==> config.mk <==
export PLATFORM = sky130hd
export DESIGN_NAME = multi_stack_shared_buffer_flat
export DESIGN_NICKNAME = d
export VERILOG_FILES = /design/src/rtl/core/msb_pkg.sv /design/src/rtl/core/msb_if.sv /design/src/rtl/core/msb_ram.sv /design/src/rtl/core/multi_stack_shared_buffer.sv /design/src/flat_wrapper.sv
export SDC_FILE = /design/constraint.sdc
export NUM_CORES = 1
export LEC_CHECK = 0
export ABC_CLOCK_PERIOD_IN_PS = 9300
export BUFFER_PORTS_ARGS = -buffer_cell sky130_fd_sc_hd__buf_2
export CORE_UTILIZATION = 40
export DETAILED_ROUTE_END_ITERATION = 16
export PLACE_DENSITY = 0.59
export SETUP_SLACK_MARGIN = 0.02
export SLEW_MARGIN = 20
export SYNTH_ARGS = -nofsm -noshare
export SYNTH_HDL_FRONTEND = slang
export SYNTH_SLANG_ARGS = --single-unit
==> constraint.sdc <==
create_clock -name i_clk -period 9.3 [get_ports i_clk]
set_input_delay 0 -clock i_clk [delete_from_list [all_inputs] [get_ports i_clk]]
set_output_delay 0 -clock i_clk [all_outputs]
set_load 0.03 [all_outputs]
==> src/rtl/core/msb_pkg.sv <==
`default_nettype none

package msb_pkg;

    localparam int MSB_NUM_STACKS = 3;
    localparam int MSB_DEPTH      = 16;

    localparam int FUNC_W   = 1;
    localparam int SEL_W    = 2;
    localparam int WORD_W   = 32;
    localparam int STATUS_W = 3;

    localparam logic [FUNC_W-1:0] FUNC_PUSH = 1'b0;
    localparam logic [FUNC_W-1:0] FUNC_POP  = 1'b1;

    typedef enum logic [STATUS_W-1:0] {
        STAT_OK     = 3'd0,
        STAT_REBAL  = 3'd1,
        STAT_FULL   = 3'd2,
        STAT_EMPTY  = 3'd3,
        STAT_BADSEL = 3'd4
    } t_status;

    typedef enum logic [2:0] {
        ST_IDLE,
        ST_DECIDE,
        ST_SCAN,
        ST_SHIFT_RD,
        ST_SHIFT_WR,
        ST_PUSH
    } t_state;

endpackage

`default_nettype wire

==> src/rtl/core/msb_if.sv <==
`default_nettype none

interface msb_in_if;
    import msb_pkg::*;

    logic                     valid;
    logic                     ready;
    logic [FUNC_W-1:0]        func;
    logic [SEL_W-1:0]         stack_sel;
    logic signed [WORD_W-1:0] value;

    modport source (output valid, output func, output stack_sel, output value, input ready);
    modport sink   (input valid, input func, input stack_sel, input value, output ready);
endinterface

interface msb_out_if;
    import msb_pkg::*;

    logic                valid;
    logic                ready;
    logic [STATUS_W-1:0] status;

    modport source (output valid, output status, input ready);
    modport sink   (input valid, input status, output ready);
endinterface

`default_nettype wire

==> src/rtl/core/msb_ram.sv <==
`default_nettype none

module msb_ram #(
    parameter int WIDTH = msb_pkg::WORD_W,
    parameter int DEPTH = msb_pkg::MSB_DEPTH
) (
    input  wire logic                     i_clk,
    input  wire logic                     i_we,
    input  wire logic [$clog2(DEPTH)-1:0] i_waddr,
    input  wire logic [WIDTH-1:0]         i_wdata,
    input  wire logic [$clog2(DEPTH)-1:0] i_raddr,
    output logic      [WIDTH-1:0]         o_rdata
);

    logic [WIDTH-1:0] r_mem [DEPTH];
    logic [WIDTH-1:0] r_rdata;

    always_ff @(posedge i_clk) begin
        if (i_we) begin
            r_mem[i_waddr] <= i_wdata;
        end
        r_rdata <= r_mem[i_raddr];
    end

    assign o_rdata = r_rdata;

endmodule

`default_nettype wire

==> src/rtl/core/multi_stack_shared_buffer.sv <==
// Channel | Dir | Payload                   | Beat taken when
// i_in    | in  | func, stack_sel, value    | valid && ready
// o_out   | out | status                    | valid && ready
//
// One item at a time: a beat is taken only in idle, and no new beat is taken until its result
// is in the output register. A pop, a plain push or a bad stack select is settled in the
// decide state; a push to a full stack scans the other stacks in turn for a spare slot and
// reports full if none has one. A rebalancing push then moves each stack from the spare one
// back to the one after the pushed one up a slot, one word per read/write pair, then pushes.
// Synchronous reset sets the even split at once; the word store is not cleared. Decoding
// holds while an earlier result still waits on o_out.ready, adding those cycles.
`default_nettype none

module multi_stack_shared_buffer #(
    parameter int NUM_STACKS = msb_pkg::MSB_NUM_STACKS,
    parameter int DEPTH      = msb_pkg::MSB_DEPTH
) (
    input  wire logic  i_clk,
    input  wire logic  i_rst_n,
    msb_in_if.sink     i_in,
    msb_out_if.source  o_out
);
    import msb_pkg::*;

    localparam int AW   = $clog2(DEPTH);
    localparam int CW   = $clog2(DEPTH + 1);
    localparam int SW   = (NUM_STACKS > 1) ? $clog2(NUM_STACKS) : 1;
    localparam int PART = DEPTH / NUM_STACKS;
    localparam int REST = DEPTH % NUM_STACKS;

    function automatic int reset_base(input int i);
        int b;
        b = i * PART + ((i < REST) ? i : REST);
        return (b >= DEPTH) ? b - DEPTH : b;
    endfunction

    function automatic int reset_size(input int i);
        return PART + ((i < REST) ? 1 : 0);
    endfunction

    function automatic logic [AW-1:0] ptr_inc(input logic [AW-1:0] p);
        return (p == AW'(DEPTH - 1)) ? '0 : p + AW'(1);
    endfunction

    function automatic logic [AW-1:0] ptr_dec(input logic [AW-1:0] p);
        return (p == '0) ? AW'(DEPTH - 1) : p - AW'(1);
    endfunction

    function automatic logic [SW-1:0] stack_next(input logic [SW-1:0] j);
        return (j == SW'(NUM_STACKS - 1)) ? '0 : j + SW'(1);
    endfunction

    function automatic logic [SW-1:0] stack_prev(input logic [SW-1:0] j);
        return (j == '0) ? SW'(NUM_STACKS - 1) : j - SW'(1);
    endfunction

    t_state r_state, n_state;

    logic [AW-1:0] r_base  [NUM_STACKS];
    logic [AW-1:0] r_limit [NUM_STACKS];
    logic [AW-1:0] r_top   [NUM_STACKS];
    logic [CW-1:0] r_count [NUM_STACKS];
    logic [CW-1:0] r_cap   [NUM_STACKS];

    logic              r_out_valid;
    t_status           r_status;

    logic [FUNC_W-1:0] r_func;
    logic              r_sel_ok;
    logic [SW-1:0]     r_sel;
    logic [WORD_W-1:0] r_value;
    logic [SW-1:0]     r_cand;
    logic [SW-1:0]     r_cur;
    logic [AW-1:0]     r_ptr;
    logic [CW-1:0]     r_left;

    logic              w_slot_free;
    logic              w_sel_full;
    logic              w_cand_free;
    logic [SW-1:0]     w_next_cand;
    logic [SW-1:0]     w_prev_cur;
    logic              w_shift_done;
    logic              w_res_valid;
    t_status           w_res_status;

    logic              w_we;
    logic [AW-1:0]     w_waddr;
    logic [WORD_W-1:0] w_wdata;
    logic [AW-1:0]     w_raddr;
    logic [WORD_W-1:0] w_rdata;

    msb_ram #(
        .WIDTH (WORD_W),
        .DEPTH (DEPTH)
    ) u_store (
        .i_clk   (i_clk),
        .i_we    (w_we),
        .i_waddr (w_waddr),
        .i_wdata (w_wdata),
        .i_raddr (w_raddr),
        .o_rdata (w_rdata)
    );

    always_comb begin
        w_slot_free  = !r_out_valid || o_out.ready;
        w_sel_full   = r_count[r_sel] >= r_cap[r_sel];
        w_cand_free  = r_count[r_cand] < r_cap[r_cand];
        w_next_cand  = stack_next(r_cand);
        w_prev_cur   = stack_prev(r_cur);
        w_shift_done = (r_left == '0);
    end

    always_comb begin
        n_state = r_state;
        case (r_state)
            ST_IDLE: begin
                if (i_in.valid) begin
                    n_state = ST_DECIDE;
                end
            end
            ST_DECIDE: begin
                if (w_slot_free) begin
                    if (r_sel_ok && r_func == FUNC_PUSH && w_sel_full &&
                        stack_next(r_sel) != r_sel) begin
                        n_state = ST_SCAN;
                    end else begin
                        n_state = ST_IDLE;
                    end
                end
            end
            ST_SCAN: begin
                if (w_cand_free) begin
                    n_state = ST_SHIFT_RD;
                end else if (w_next_cand == r_sel) begin
                    n_state = ST_IDLE;
                end
            end
            ST_SHIFT_RD: begin
                if (!w_shift_done) begin
                    n_state = ST_SHIFT_WR;
                end else if (w_prev_cur == r_sel) begin
                    n_state = ST_PUSH;
                end
            end
            ST_SHIFT_WR: n_state = ST_SHIFT_RD;
            ST_PUSH:     n_state = ST_IDLE;
            default:     n_state = ST_IDLE;
        endcase
    end

    always_comb begin
        w_we         = 1'b0;
        w_waddr      = r_top[r_sel];
        w_wdata      = r_value;
        w_raddr      = ptr_dec(r_ptr);
        w_res_valid  = 1'b0;
        w_res_status = STAT_OK;
        case (r_state)
            ST_DECIDE: begin
                if (w_slot_free) begin
                    if (!r_sel_ok) begin
                        w_res_valid  = 1'b1;
                        w_res_status = STAT_BADSEL;
                    end else if (r_func == FUNC_POP) begin
                        w_res_valid  = 1'b1;
                        w_res_status = (r_count[r_sel] == '0) ? STAT_EMPTY : STAT_OK;
                    end else if (!w_sel_full) begin
                        w_we         = 1'b1;
                        w_res_valid  = 1'b1;
                        w_res_status = STAT_OK;
                    end else if (stack_next(r_sel) == r_sel) begin
                        w_res_valid  = 1'b1;
                        w_res_status = STAT_FULL;
                    end
                end
            end
            ST_SCAN: begin
                if (!w_cand_free && w_next_cand == r_sel) begin
                    w_res_valid  = 1'b1;
                    w_res_status = STAT_FULL;
                end
            end
            ST_SHIFT_WR: begin
                // move the word read last cycle one slot up
                w_we    = 1'b1;
                w_waddr = r_ptr;
                w_wdata = w_rdata;
            end
            ST_PUSH: begin
                w_we         = 1'b1;
                w_res_valid  = 1'b1;
                w_res_status = STAT_REBAL;
            end
            default: begin
                w_we = 1'b0;
            end
        endcase
    end

    always_ff @(posedge i_clk) begin
        if (!i_rst_n) begin
            r_state     <= ST_IDLE;
            r_out_valid <= 1'b0;
            for (int i = 0; i < NUM_STACKS; i++) begin
                r_base[i]  <= AW'(reset_base(i));
                r_top[i]   <= AW'(reset_base(i));
                r_limit[i] <= AW'(reset_base(i + 1));
                r_count[i] <= '0;
                r_cap[i]   <= CW'(reset_size(i));
            end
        end else begin
            r_state <= n_state;

            if (w_res_valid) begin
                r_out_valid <= 1'b1;
            end else if (r_out_valid && o_out.ready) begin
                r_out_valid <= 1'b0;
            end

            case (r_state)
                ST_DECIDE: begin
                    if (w_slot_free && r_sel_ok) begin
                        if (r_func == FUNC_POP) begin
                            if (r_count[r_sel] != '0) begin
                                r_top[r_sel]   <= ptr_dec(r_top[r_sel]);
                                r_count[r_sel] <= r_count[r_sel] - CW'(1);
                            end
                        end else if (!w_sel_full) begin
                            r_top[r_sel]   <= ptr_inc(r_top[r_sel]);
                            r_count[r_sel] <= r_count[r_sel] + CW'(1);
                        end
                    end
                end
                ST_SHIFT_RD: begin
                    if (w_shift_done) begin
                        // stack fully moved: advance its base and top, and its limit unless it gave up the slot
                        r_base[r_cur] <= ptr_inc(r_base[r_cur]);
                        r_top[r_cur]  <= ptr_inc(r_top[r_cur]);
                        if (r_cur == r_cand) begin
                            r_cap[r_cur] <= r_cap[r_cur] - CW'(1);
                        end else begin
                            r_limit[r_cur] <= ptr_inc(r_limit[r_cur]);
                        end
                    end
                end
                ST_PUSH: begin
                    r_limit[r_sel] <= ptr_inc(r_limit[r_sel]);
                    r_cap[r_sel]   <= r_cap[r_sel] + CW'(1);
                    r_top[r_sel]   <= ptr_inc(r_top[r_sel]);
                    r_count[r_sel] <= r_count[r_sel] + CW'(1);
                end
                default: begin
                end
            endcase
        end
    end

    always_ff @(posedge i_clk) begin
        if (w_res_valid) begin
            r_status <= w_res_status;
        end
        case (r_state)
            ST_IDLE: begin
                if (i_in.valid) begin
                    r_func   <= i_in.func;
                    r_sel_ok <= (32'(i_in.stack_sel) < NUM_STACKS);
                    r_sel    <= SW'(i_in.stack_sel);
                    r_value  <= i_in.value;
                end
            end
            ST_DECIDE: begin
                r_cand <= stack_next(r_sel);
            end
            ST_SCAN: begin
                if (w_cand_free) begin
                    r_cur  <= r_cand;
                    r_ptr  <= r_top[r_cand];
                    r_left <= r_count[r_cand];
                end else begin
                    r_cand <= w_next_cand;
                end
            end
            ST_SHIFT_RD: begin
                if (w_shift_done) begin
                    // load the next stack down towards the pushed one
                    r_cur  <= w_prev_cur;
                    r_ptr  <= r_top[w_prev_cur];
                    r_left <= r_count[w_prev_cur];
                end
            end
            ST_SHIFT_WR: begin
                r_ptr  <= ptr_dec(r_ptr);
                r_left <= r_left - CW'(1);
            end
            default: begin
            end
        endcase
    end

    assign i_in.ready   = (r_state == ST_IDLE);
    assign o_out.valid  = r_out_valid;
    assign o_out.status = r_status;

endmodule

`default_nettype wire

==> src/flat_wrapper.sv <==
// flat-port wrapper written by rule: the top's interface ports become plain ports
module multi_stack_shared_buffer_flat import msb_pkg::*;
#(
    parameter int NUM_STACKS = msb_pkg::MSB_NUM_STACKS,
    parameter int DEPTH      = msb_pkg::MSB_DEPTH
)
  (i_clk, i_rst_n, i_in_valid, i_in_func, i_in_stack_sel, i_in_value, i_in_ready, o_out_valid, o_out_status, o_out_ready);
  msb_in_if i_in_i ();
  msb_out_if o_out_i ();
  input  wire logic i_clk;
  input  wire logic i_rst_n;
  input wire logic [$bits(i_in_i.valid)-1:0] i_in_valid;
  input wire logic [$bits(i_in_i.func)-1:0] i_in_func;
  input wire logic [$bits(i_in_i.stack_sel)-1:0] i_in_stack_sel;
  input wire logic [$bits(i_in_i.value)-1:0] i_in_value;
  output wire logic [$bits(i_in_i.ready)-1:0] i_in_ready;
  output wire logic [$bits(o_out_i.valid)-1:0] o_out_valid;
  output wire logic [$bits(o_out_i.status)-1:0] o_out_status;
  input wire logic [$bits(o_out_i.ready)-1:0] o_out_ready;
  assign i_in_i.valid = i_in_valid;
  assign i_in_i.func = i_in_func;
  assign i_in_i.stack_sel = i_in_stack_sel;
  assign i_in_i.value = i_in_value;
  assign i_in_ready = i_in_i.ready;
  assign o_out_valid = o_out_i.valid;
  assign o_out_status = o_out_i.status;
  assign o_out_i.ready = o_out_ready;
  multi_stack_shared_buffer #(.NUM_STACKS(NUM_STACKS), .DEPTH(DEPTH)) u_core (.i_clk(i_clk), .i_rst_n(i_rst_n), .i_in(i_in_i), .o_out(o_out_i));
endmodule
Yosys cells after proc, flatten, opt, wreduce, memory -nomap -nowiden
Memories as Yosys holds them, arrays and structs flattened. A register that Yosys moved wholly into a read port is not among the register bits.
Cells that the tools add are included.
{ "totals": {"regBits": 20, "ramBits": 30, "input_bits": 39, "out_inout_bits": 5, "word_cells": 143, "n_memories": 2} }
{ "mem_list": {"columns": ["memory", "depth", "width", "read_ports", "rd_clocked_by_memory_dff", "write_ports", "line", "rtl"], "rows": [
  ["u_core.r_cap", 3, 5, 3, 3, 3, "multi_stack_shared_buffer.sv:63", "logic [CW-1:0] r_cap [NUM_STACKS];"],
  ["u_core.r_count", 3, 5, 3, 2, 3, "multi_stack_shared_buffer.sv:62", "logic [CW-1:0] r_count [NUM_STACKS];"]
]} }
{ "classes": {"n_addsub": 8, "magnitude_cmp": 3, "eq_ne": 19, "muxes": 73, "n_bitwise": 3, "reduce_logical": 26} }
{ "ops": {"columns": ["cell", "n"], "rows": [
  ["$mux 2", 18],
  ["$mux 5", 7],
  ["$mux 1", 32],
  ["$mux 3", 10],
  ["$pmux 3 s5", 1],
  ["$pmux 5 s3", 1],
  ["$reduce_or 5->1", 3],
  ["$sub 5x1->5 const B", 3],
  ["$add 5x1->5 const B", 2],
  ["$logic_not 5->1", 2],
  ["$pmux 3 s3", 1],
  ["$eq 2x2->1", 4],
  ["$pmux 2 s2", 2],
  ["$eq 3x2->1 const B", 2],
  ["$eq 3x3->1 const B", 2],
  ["$logic_and 1x1->1", 6],
  ["$ne 2x1->1 const B", 3],
  ["$reduce_and 3->1", 2],
  ["$reduce_bool 2->1", 3],
  ["$ge 5x5->1", 1],
  ["$lt 5x5->1", 1],
  ["$reduce_bool 5->1", 1],
  ["$add 2x1->2 const B", 2],
  ["$eq 2x2->1 const B", 2],
  ["17 further kinds", 21]
]} }

Depth between registers and ports, before layout
{ "logic_depth": {"word_depth": 11, "depth_mapped": 11, "mapped_depth_nobuf": 10} }

Least setup slack after synthesis
OpenSTA, ideal clock, no wires.
{ "synth_path": {"path_type": "reg2reg", "start": "register (tool-made name)", "end": "memory u_core.r_count[2][0] (netlist name), enable pin", "arrival_time_ns": 2.688, "t_required_ns": 8.987, "setup_slack_ns": 6.298, "path_stages_with_launch": 11, "path_buffers": 2, "cell_sequence": "dfxtp_1 buf_4 mux4_2 buf_4 ha_1 a21oi_1 o21ai_0 a2111o_1 o311ai_4 nand3_2 nand2_1"} }
{ "synth_lines": {"columns": ["element", "line"], "rows": [
  ["end: declaration", "multi_stack_shared_buffer.sv:62"]
]} }

==> summary.md <==
| Metric | Value |
|---|---|
| Average cell area after synthesis | `between 10 and 15 µm²` |
| CP max stage cell | `dfxtp_1` |
| Worst skew pair latency | `0.34 ns` |
| GR Overflow Total | `0` |
| Total track usage | `19.6%` |
| Vias per inst | `between 5 and 6` |
| Fill count | `955` |
| Final core utilization | `45.4%` |
| Final min period | `3.84 ns` |
| Number of global-route vias before repair | `about 3100` |
| Critical Path Stages | `9` |
| Mapped Cells | `392` |
| MaxCap Viol Count | `0` |
| Cell family with most CP delay | `compound AO/OA/AOI/OAI gates` |
| Max-slew violations | `0` |
| Internal Dissipation | `687 µW` |
| Sw Pwr | `between 400 and 500 µW` |
| Post-synth top cells | `56 x edfxtp_1, 38 x nand2_1, 32 x nor2_1` |
| Final worst-path cycle share | `41.3%` |
| Area Overhead vs Synth | `8.33%` |
| Hold Vio Cnt, Final | `0` |
| EDFF count, synth | `56` |
| Ranking of synthesized cells by area | `edfxtp_1 38%, mux4_2 12%, dfxtp_1 4.6%` |
| First drt pass iteration count | `4` |
| Placement Setup Slack | `5.43 ns` |
| Max Fanout on Critical Path | `10` |
| Worst R2R Setup Slack | `5.46 ns` |
| Layout Skew | `0.0115 ns` |
| Status | `complete, no violations` |
| Net count after synthesis | `between 400 and 500` |
| Crit path kind | `flop to flop` |
| Clock root buffer | `clkbuf_8` |
| Most repeated cell in the gate-level netlist after synthesis | `edfxtp_1` |
| I/O pin count | `44` |
| Worst r2r path cells | `9` |
| Post-route ant nets | `0` |
| Cell taking the most area after synthesis | `edfxtp_1` |
| Number of CTS-inserted buffers | `9` |
| Clock tree buffer depth | `2` |
| Setup TNS | `0 ns` |
| Clock Power Share | `22.3%` |
| RSZ-0062 raised after global routing | `no` |
| Placement row count | `37` |
| DR DRC count | `0` |
| Min-Delay Path Class | `input pin to flop` |
| Sw Ratio | `a little under two fifths` |
| Hold endpoint | `u_core.o_out.valid$_SDFFE_PN0P_` |
| Horiz. Die Dim | `107 µm` |
| Share of cells above drive strength 1 | `17.4%` |
| Critical Path RT | `9.33 ns` |
| Post-CTS Resized | `0` |
| Final nets | `452` |
| Critical path startpoint category | `flop` |
| Global-route wire length before repair | `16500 µm` |
| Top_reg_cell synth | `edfxtp_1` |
| Starting Density | `41.9%` |
| Clk sink count | `66` |
| DR iter-0 viols | `216` |
| Fmax achieved | `~260 MHz` |
| WL/cell | `19.5 µm` |
| Core Footprint | `10500 µm²` |
| Crit path DAT | `3.86 ns` |
| Worst vdd ir | `0.0890 mV` |
| Endpoints failing setup | `0` |
| Ant. Diodes | `0` |
| Die Ht | `107 µm` |
| Fraction of registers with async set/reset | `0%` |
| Post-synth cell types | `66` |
| Final WS setup | `5.46 ns` |
| Reg-to-Reg End | `u_core.r_count[2][0]$_SDFFCE_PN0P_` |
| Worst slew pin tran | `around 0.79 ns` |
| Sequential element share of the synthesized area | `42.9%` |
| Mapped Area | `between 4000 and 5000 µm²` |
| Vias | `3198` |
| Die Footprint | `11400 µm²` |
| Total Wirelength | `10500 µm` |
| Crit-path cells | `mux4_2 > inv_1 > ha_1 > nor2b_1 > o21ai_0 > a2111o_1 > o311ai_4 > nand3_2 > nand2_1` |
| Clk slew on worst S/H paths | `0.08 ns` |
| Comb power frac | `about two fifths` |
| Antenna violations before repair | `0` |
| Buffers added on ports | `11` |
| Crit-path max cell delay | `0.81 ns` |
| Cell area after layout | `roughly 4800 µm²` |
| CP Capture Type | `flop` |
| Yosys Warn Count | `0` |
| Leakage power | `approximately 0.0018 µW` |
| #FFs+latches synth | `66` |
| Overall Power | `approximately 1100 µW` |
| Routability Congestion | `0.816` |
| Cell Area, Placed | `4520 µm²` |
| Synth top area share | `38.3%` |
| Buf+Inv Stages, Crit Path | `1` |
| Largest net degree at the start of global routing | `23` |
| WHS Path Cells | `4` |
| PwrDens | `233 nW/µm²` |
| Max_slew headroom | `45.9%` |
| Sequential share of power | `39.0%` |
| Hpwl dp | `7860 µm` |
| CTS tree | `done` |
| H-tree depth | `3` |
| Worst hold path startpoint | `o_out_ready` |
==> cell families (layout without fill, tap and decap cells) <==
group	count (synthesis)	count (layout)	share of synthesized area [%]
simple gates	139	139	16.4
compound gates	71	71	11.4
flops	66	66	42.9
buf+inv	50	60	4.79
mux	36	36	17.1
fa+ha+maj	16	16	4.56
xor+xnor	14	14	2.80
==> state kept, by name, summed over array words and instances (netlist names), named ones only <==
register	flops
u_core.r_cap	20
u_core.r_count	20
u_core.r_left	5
u_core.o_out.status	3
u_core.r_state	3
u_core.r_cand	2
u_core.r_cur	2
u_core.r_sel	2
u_core.o_out.valid	1
u_core.r_func	1
u_core.r_sel_ok	1
==> worst max path at each step <==
stage	end
after floorplan	u_core.r_count[2][0]$_SDFFCE_PN0P_
after global placement	u_core.r_count[2][3]$_SDFFCE_PN0P_
after detailed placement	u_core.r_count[1][3]$_SDFFCE_PN0P_
after CTS	u_core.r_count[2][1]$_SDFFCE_PN0P_
after global routing	u_core.r_count[1][3]$_SDFFCE_PN0P_
final	u_core.r_count[2][0]$_SDFFCE_PN0P_
==> cells in the final DEF (no fill, tap or decap), types with 3 or more instances in the layout <==
cell            n
nand3_1        10
a21oi_1        14
nand2b_1        9
ha_1           16
and2_1          3
o22ai_1         8
nor3_1         15
a21o_1          5
clkbuf_8       11
mux4_2         24
o21ai_0        18
clkinv_2        3
nor2b_1         6
inv_1          27
dlygate4sd3_1   3
mux2_2          4
nor2_1         32
xnor2_1         5
buf_2          11
o21a_1          3
nand2_1        38
mux4_1          5
dfxtp_1        10
xor2_1          9
edfxtp_1       56
nand4_1         5
==> power groups by stage <==
stage	clock (µW)	sequential [µW]	combinational, µW
global route	261	438	470
finish	247	431	428
global placement	0	436	415
detailed placement	0	437	421
CTS	249	432	425
floorplan	0	389	369
==> final cells by class <==
| type | count | area, µm² | area share, % |
|---|---|---|---|
| flip-flops and latches | 66 | 1880 | 39.6 |
| well taps | 136 | 170 | 3.58 |
| clock inverters | 5 | 52.6 | 1.11 |
| clock buffers | 11 | 151 | 3.19 |
| repair buffers | 15 | 92.6 | 1.95 |
| inverters | 29 | 109 | 2.29 |
| multi-input cells | 276 | 2290 | 48.3 |
==> through the flow <==
stage / hold WS, ns / std cells
floorplan: 0.0989 / 392
global placement: 0.179 / 519
detailed placement: 0.179 / 519
CTS: 0.0315 / 538
global route: 0.102 / 538
finish: 0.0583 / 538
==> layer usage <==
layer | track usage, % | vias up | routed length [µm]
met1 | 26.3 | 1595 | 4670
met3 | 4.26 | 15 | 563
met2 | 30.7 | 106 | 5110
met5 | 0 | - | 0
li1 | - | 1482 | -
met4 | 7.93 | 0 | 129
==> repair_timing <==
action	CTS	global route
hold buffers	3	0
hold endpoints to repair	6	0
setup buffers	0	0
==> worst reg2reg max path, delay by kind of cell, from the launching register on <==
family | cells | cell delay (ns)
DFF | 1 | 0.81
adders and majority gates | 1 | 0.25
and+or+nand+nor | 3 | 0.59
buffers and inverters | 1 | 0.18
muxes | 1 | 0.71
AOI/OAI and AO/OA | 3 | 0.96
No activity file was read; power rests on OpenSTA's default activity.
